File: src/rtl/core/ile_pkg.sv
package ile_pkg;

    localparam int CAPACITY_DEF = 64;
    localparam int POS_W        = 7;
    localparam int DATA_W       = 32;
    localparam int OP_W         = 2;
    localparam int STATUS_W     = 2;
    // Largest position the request field can carry
    localparam int POS_MAX      = (1 << POS_W) - 1;

    localparam logic [OP_W-1:0] OP_GET    = 2'd0;
    localparam logic [OP_W-1:0] OP_INSERT = 2'd1;
    localparam logic [OP_W-1:0] OP_DELETE = 2'd2;

    localparam logic [STATUS_W-1:0] ST_DONE  = 2'd0;
    localparam logic [STATUS_W-1:0] ST_RANGE = 2'd1;
    localparam logic [STATUS_W-1:0] ST_FULL  = 2'd2;

    localparam logic signed [DATA_W-1:0] MISS_VALUE = -32'sd1;

    typedef struct packed {
        logic [OP_W-1:0]          operation;
        logic [POS_W-1:0]         position;
        logic signed [DATA_W-1:0] item_value;
    } in_t;

    typedef struct packed {
        logic signed [DATA_W-1:0] read_value;
        logic [STATUS_W-1:0]      status;
        logic [POS_W-1:0]         entry_total;
    } out_t;

    // Broadcast from the control to every cell of the row
    typedef struct packed {
        logic                     insert_en;
        logic                     delete_en;
        logic [POS_W-1:0]         position;
        logic signed [DATA_W-1:0] item;
    } cell_ctrl_t;

endpackage

File: src/rtl/core/ile_cell.sv
module ile_cell #(
    parameter int IDX = 0
) (
    input  logic                              clk,
    input  ile_pkg::cell_ctrl_t               ctrl,
    input  logic signed [ile_pkg::DATA_W-1:0] left,
    input  logic signed [ile_pkg::DATA_W-1:0] right,
    output logic signed [ile_pkg::DATA_W-1:0] value,
    output logic signed [ile_pkg::DATA_W-1:0] rd
);

    // Cells past the largest position are always above any request position
    localparam logic                      FAR     = (IDX > ile_pkg::POS_MAX);
    localparam logic [ile_pkg::POS_W-1:0] IDX_LOW = ile_pkg::POS_W'(IDX);

    logic signed [ile_pkg::DATA_W-1:0] value_reg;
    logic signed [ile_pkg::DATA_W-1:0] value_next;
    logic                              hit;
    logic                              above;

    assign hit   = !FAR && (ctrl.position == IDX_LOW);
    assign above = FAR || (ctrl.position < IDX_LOW);

    always_comb
    begin
        value_next = value_reg;
        if (ctrl.insert_en)
        begin
            if (hit)
                value_next = ctrl.item;
            else if (above)
                value_next = left;
        end
        else if (ctrl.delete_en)
        begin
            if (hit || above)
                value_next = right;
        end
    end

    always_ff @(posedge clk)
    begin
        value_reg <= value_next;
    end

    assign value = value_reg;
    assign rd    = hit ? value_reg : '0;

endmodule

File: config.mk
export PLATFORM = sky130hd
export DESIGN_NAME = ile_cell
export DESIGN_NICKNAME = d
export VERILOG_FILES = /design/src/rtl/core/ile_pkg.sv /design/src/rtl/core/ile_cell.sv
export SDC_FILE = /design/constraint.sdc
export NUM_CORES = 1
export LEC_CHECK = 0
export BUFFER_PORTS_ARGS = -buffer_cell sky130_fd_sc_hd__buf_4
export CAP_MARGIN = 20
export CORE_MARGIN = 3
export CORE_UTILIZATION = 39
export CTS_BUF_LIST = sky130_fd_sc_hd__clkbuf_4
export DETAILED_ROUTE_END_ITERATION = 10
export PLACE_DENSITY = 0.83
export SETUP_SLACK_MARGIN = 0.1
export SYNTH_ARGS = -nofsm -noshare
export SYNTH_HDL_FRONTEND = slang
export SYNTH_SLANG_ARGS = --single-unit
File: constraint.sdc
create_clock -name clk -period 4 [get_ports clk]
set_clock_uncertainty 0.05 [all_clocks]
set_input_delay 0 -clock clk [delete_from_list [all_inputs] [get_ports clk]]
set_output_delay 0 -clock clk [all_outputs]
set_load 0.01 [all_outputs]
======== Yosys cells after proc, flatten, opt, wreduce, memory -nomap -nowiden ========
Cells that the tools add are included.
W data, S select, Z words.
cells by class
  $lt $le $gt $ge ......................... 1
  equality and inequality tests ........... 1
  multiplexer cells ....................... 6
  reduce and logical (&&, ||, !) cells .... 5
operator list
  cell                  count
  $mux W32              6
  $logic_not A7 Y1      1
  $lt A7 B1 Y1 const B  1
  $reduce_bool A2 Y1    2
  $ne A3 B1 Y1 const B  1
  $reduce_and A3 Y1     1
  $logic_or A1 B1 Y1    1
storage, ports and cells
  bits in registers ....................... 32
  bits of input ports ..................... 106
  logic and storage cells ................. 14

======== Longest topological paths before layout ========
  word-level depth ........................ 5
  depth in mapped cells ................... 4
  depth with buffers taken out ............ 2

======== Worst setup path before layout ========
No wires, ideal clock.
  path type ............................... input -> register
  start point ............................. input ctrl[34] (netlist name)
  end point ............................... register value_reg, in the netlist value[0], enable pin
  arrival ................................. 2.923 ns
  slack ................................... 0.566 ns
  stages on the path ...................... 3
  cells stage by stage .................... or4_4 -> buf_6 -> nor3_1
between the ends
  longest elaborated chain between the ends .. 4
  elaborated cells between the ends (all ways) .. 6
  classes of those cells .................. 1 x order compare; 1 x eq/ne; 4 x reduce/logical
RTL lines
  item                                                     RTL line                        text
  start: declaration                                       ile_cell.sv:5                   input ile_pkg::cell_ctrl_t ctrl,
  $lt A7 B1 Y1 / $logic_not A7 Y1 (equally long branches)  ile_cell.sv:22, ile_cell.sv:21
  $logic_or A1 B1 Y1                                       ile_cell.sv:36                  if (hit || above)
  $reduce_bool A2 Y1 (no line)                             n/a
  $reduce_and A3 Y1 (no line) (*)                          n/a
  end signal: assignment                                   ile_cell.sv:43                  value_reg <= value_next;
  end: declaration                                         ile_cell.sv:16                  logic signed [ile_pkg::DATA_W-1:0] value_reg;
Every way passes the cells marked *; elsewhere a longest branch is shown, timed or not.
A chain may end at the register's enable or synchronous reset.

======== Final worst setup path ========
  start point ............................. input ctrl[33] (netlist name)
  end point ............................... register value_reg, in the netlist value[19], enable pin
Same word-level chain as after synthesis.

==> results_dict.tcl <==
set metrics [dict create \
    dr.pass1.iters 4 \
    diodes 0 \
    die_area_um2 5709 \
    crit_fanout 33 \
    synthDistinctLibCells 12 \
    crit_path_frequent_cell "buf_4" \
    drtIter0Drc 93 \
    cts.repair.resized 0 \
    leakage_uw 0.001598 \
    cts_max_path_buffers 2 \
    fin_cells 395 \
    setup_violations 0 \
    viasPerCell 4.552 \
    grt_max_degree 34 \
    syn-num-nets 250 \
    grt_usage 0.2071 \
    htreeDepth 2 \
    dieWidth_um 75.56 \
    synth_area_um2 1887 \
    wl_met3_um 428 \
    synthCells 144 \
    drc 0 \
    rows 24 \
    wl_um 6032 \
    post_cts_buffers 0 \
    largest_reg_flops 32 \
    worst_slew_pin_slew_ns 0.9290 \
    timing.slew.headroom 0.3806 \
    synth_warnings 0 \
    cts_hold_buf 64 \
    power_uw 729.8 \
    vias 1798 \
    path_cells "buf_4, or3_2, nor3_2, buf_4" \
    drv_slew 0 \
    arrival_ns 1.58 \
    place.gp.congestion 0.7133 \
    hold_viol_final 0 \
    pwr_density_cell_nw_per_um2 203.3 \
    top_layer_used "met4" \
    status "finished clean" \
    cts.sinks 32 \
    ios 170 \
    max_clock_freq_ghz 0.6142 \
    fin_nets 448 \
    fill_cells 288 \
    grt_overflow 0 \
    final-seq-area_um2 960.9 \
    numCtsBuffers 5 \
    wire_per_inst_um 15.27 \
    cts-root-buf "clkbuf_4" \
    slowest_delay_ns 0.87 \
    finalCritPeriodShare 0.4070 \
    grt_pass1_vias 1841 \
    setup-tns-final_ns 0 \
    m1WireLength_um 1940 \
    antenna_found_initial 0 \
    yosysSeqAreaShare 0.5093 \
    crit_type "in2reg" \
    cp-end-kind "flip-flop" \
    crit_path_top_delay_cell "or3_2" \
    maxCapViolCount 0 \
    start_util 0.4189 \
    cp-start-kind "input pin" \
    setup_slack_ns 2.372 \
    required_ns 3.95 \
    met2_length_um 3613 \
    grt_pass1_wl_um 8680 \
    post-route-min-period_ns 1.628 \
    hold_class "in2reg" \
    ys_seq_elements 32 \
    cts.clk_slew.worst_paths_ns 0.10 \
    hpwl_um 3722 \
    die_y_um 75.56 \
    core_area_um2 4504 \
    syn_to_final_growth_pct 90.25 \
    drive_gt1_frac 0.6152 \
    vdd_drop_max_mv 0.1529 \
    port_buffers 137 \
    rsz0062_at_grt "no" \
    multi_input_area_um2 703.2 \
    postSynthAreaPerCell_um2 13.10 \
    ant_nets 0 \
    cts_tree "yes" \
    dp.cells 323 \
    pre_cts_ws_ns 2.012 \
]
[critical path, delay by kind of cell]
| kind | cells | cell delay [ns] |
|---|---|---|
| buffers and inverters | 2 | 0.41 |
| and+or+nand+nor | 2 | 1.17 |
[metal layers]
metal | track usage | vias up
met5 | 0 | -
met4 | 0.05825 | 0
met3 | 0.05277 | 5
met2 | 0.4305 | 75
met1 | 0.1930 | 830
li1 | - | 888
[worst paths after layout]
path / from / endpoint / cells after the start
max: ctrl[33] / value[19]$_DFFE_PP_ / 4
min: ctrl[39] / value[31]$_DFFE_PP_ / 4
[metrics by stage]
step / area, um2 / hold WS (ns) / util
floorplan: 1887 / 0.1699 / -
global placement: 2893 / 0.2531 / 0.6422
detailed placement: 2893 / 0.2561 / 0.6422
CTS: 3590 / 0.2457 / 0.7969
global route: 3590 / 0.2576 / 0.7969
finish: 3590 / 0.2477 / 0.7969
[final cells by class]
class	instances	share of cell area
clock buffer	7	0.01464
sequential	32	0.2677
inverter	32	0.03346
tap	52	0.01812
clock inverter	1	0.001046
timing repair buffer	203	0.4692
multi-input combinational	68	0.1959
[cells in the final DEF, fill, tap and decap left out]
master | Yosys | routed
mux2_2 | 32 | 32
edfxtp_1 | 32 | 32
nor3_2 | 30 | 31
clkinv_1 | 0 | 1
or4_4 | 1 | 1
nor2_1 | 1 | 1
buf_4 | 0 | 139
or3_2 | 0 | 1
clkbuf_4 | 0 | 7
dlygate4sd3_1 | 0 | 64
inv_1 | 32 | 32
nor3_1 | 3 | 2
[cells by family after synthesis]
| group | Yosys count | synth area share |
|---|---|---|
| mux | 32 | 0.1910 |
| flops | 32 | 0.5093 |
| simple gates | 36 | 0.1784 |
| buf+inv | 44 | 0.1214 |
[cells in the mapped netlist (all sizes together)]
library cell  instances  area share
nor2                  1      0.0020
inv                  32       0.064
mux2                 32        0.19
buf                  10       0.054
or4                   1      0.0060
edfxtp               32        0.51
or3                   1      0.0033
nor3                 33        0.17
clkbuf                2      0.0040
[power breakdown]
part	total [uW]	switching [uW]	leakage, uW	internal (uW)
registers	374	0.858	0.000288	373
logic	172	49.2	0.00128	123
clock network	184	103	0.0000338	81.1
No activity file was read; power rests on OpenSTA's default activity.
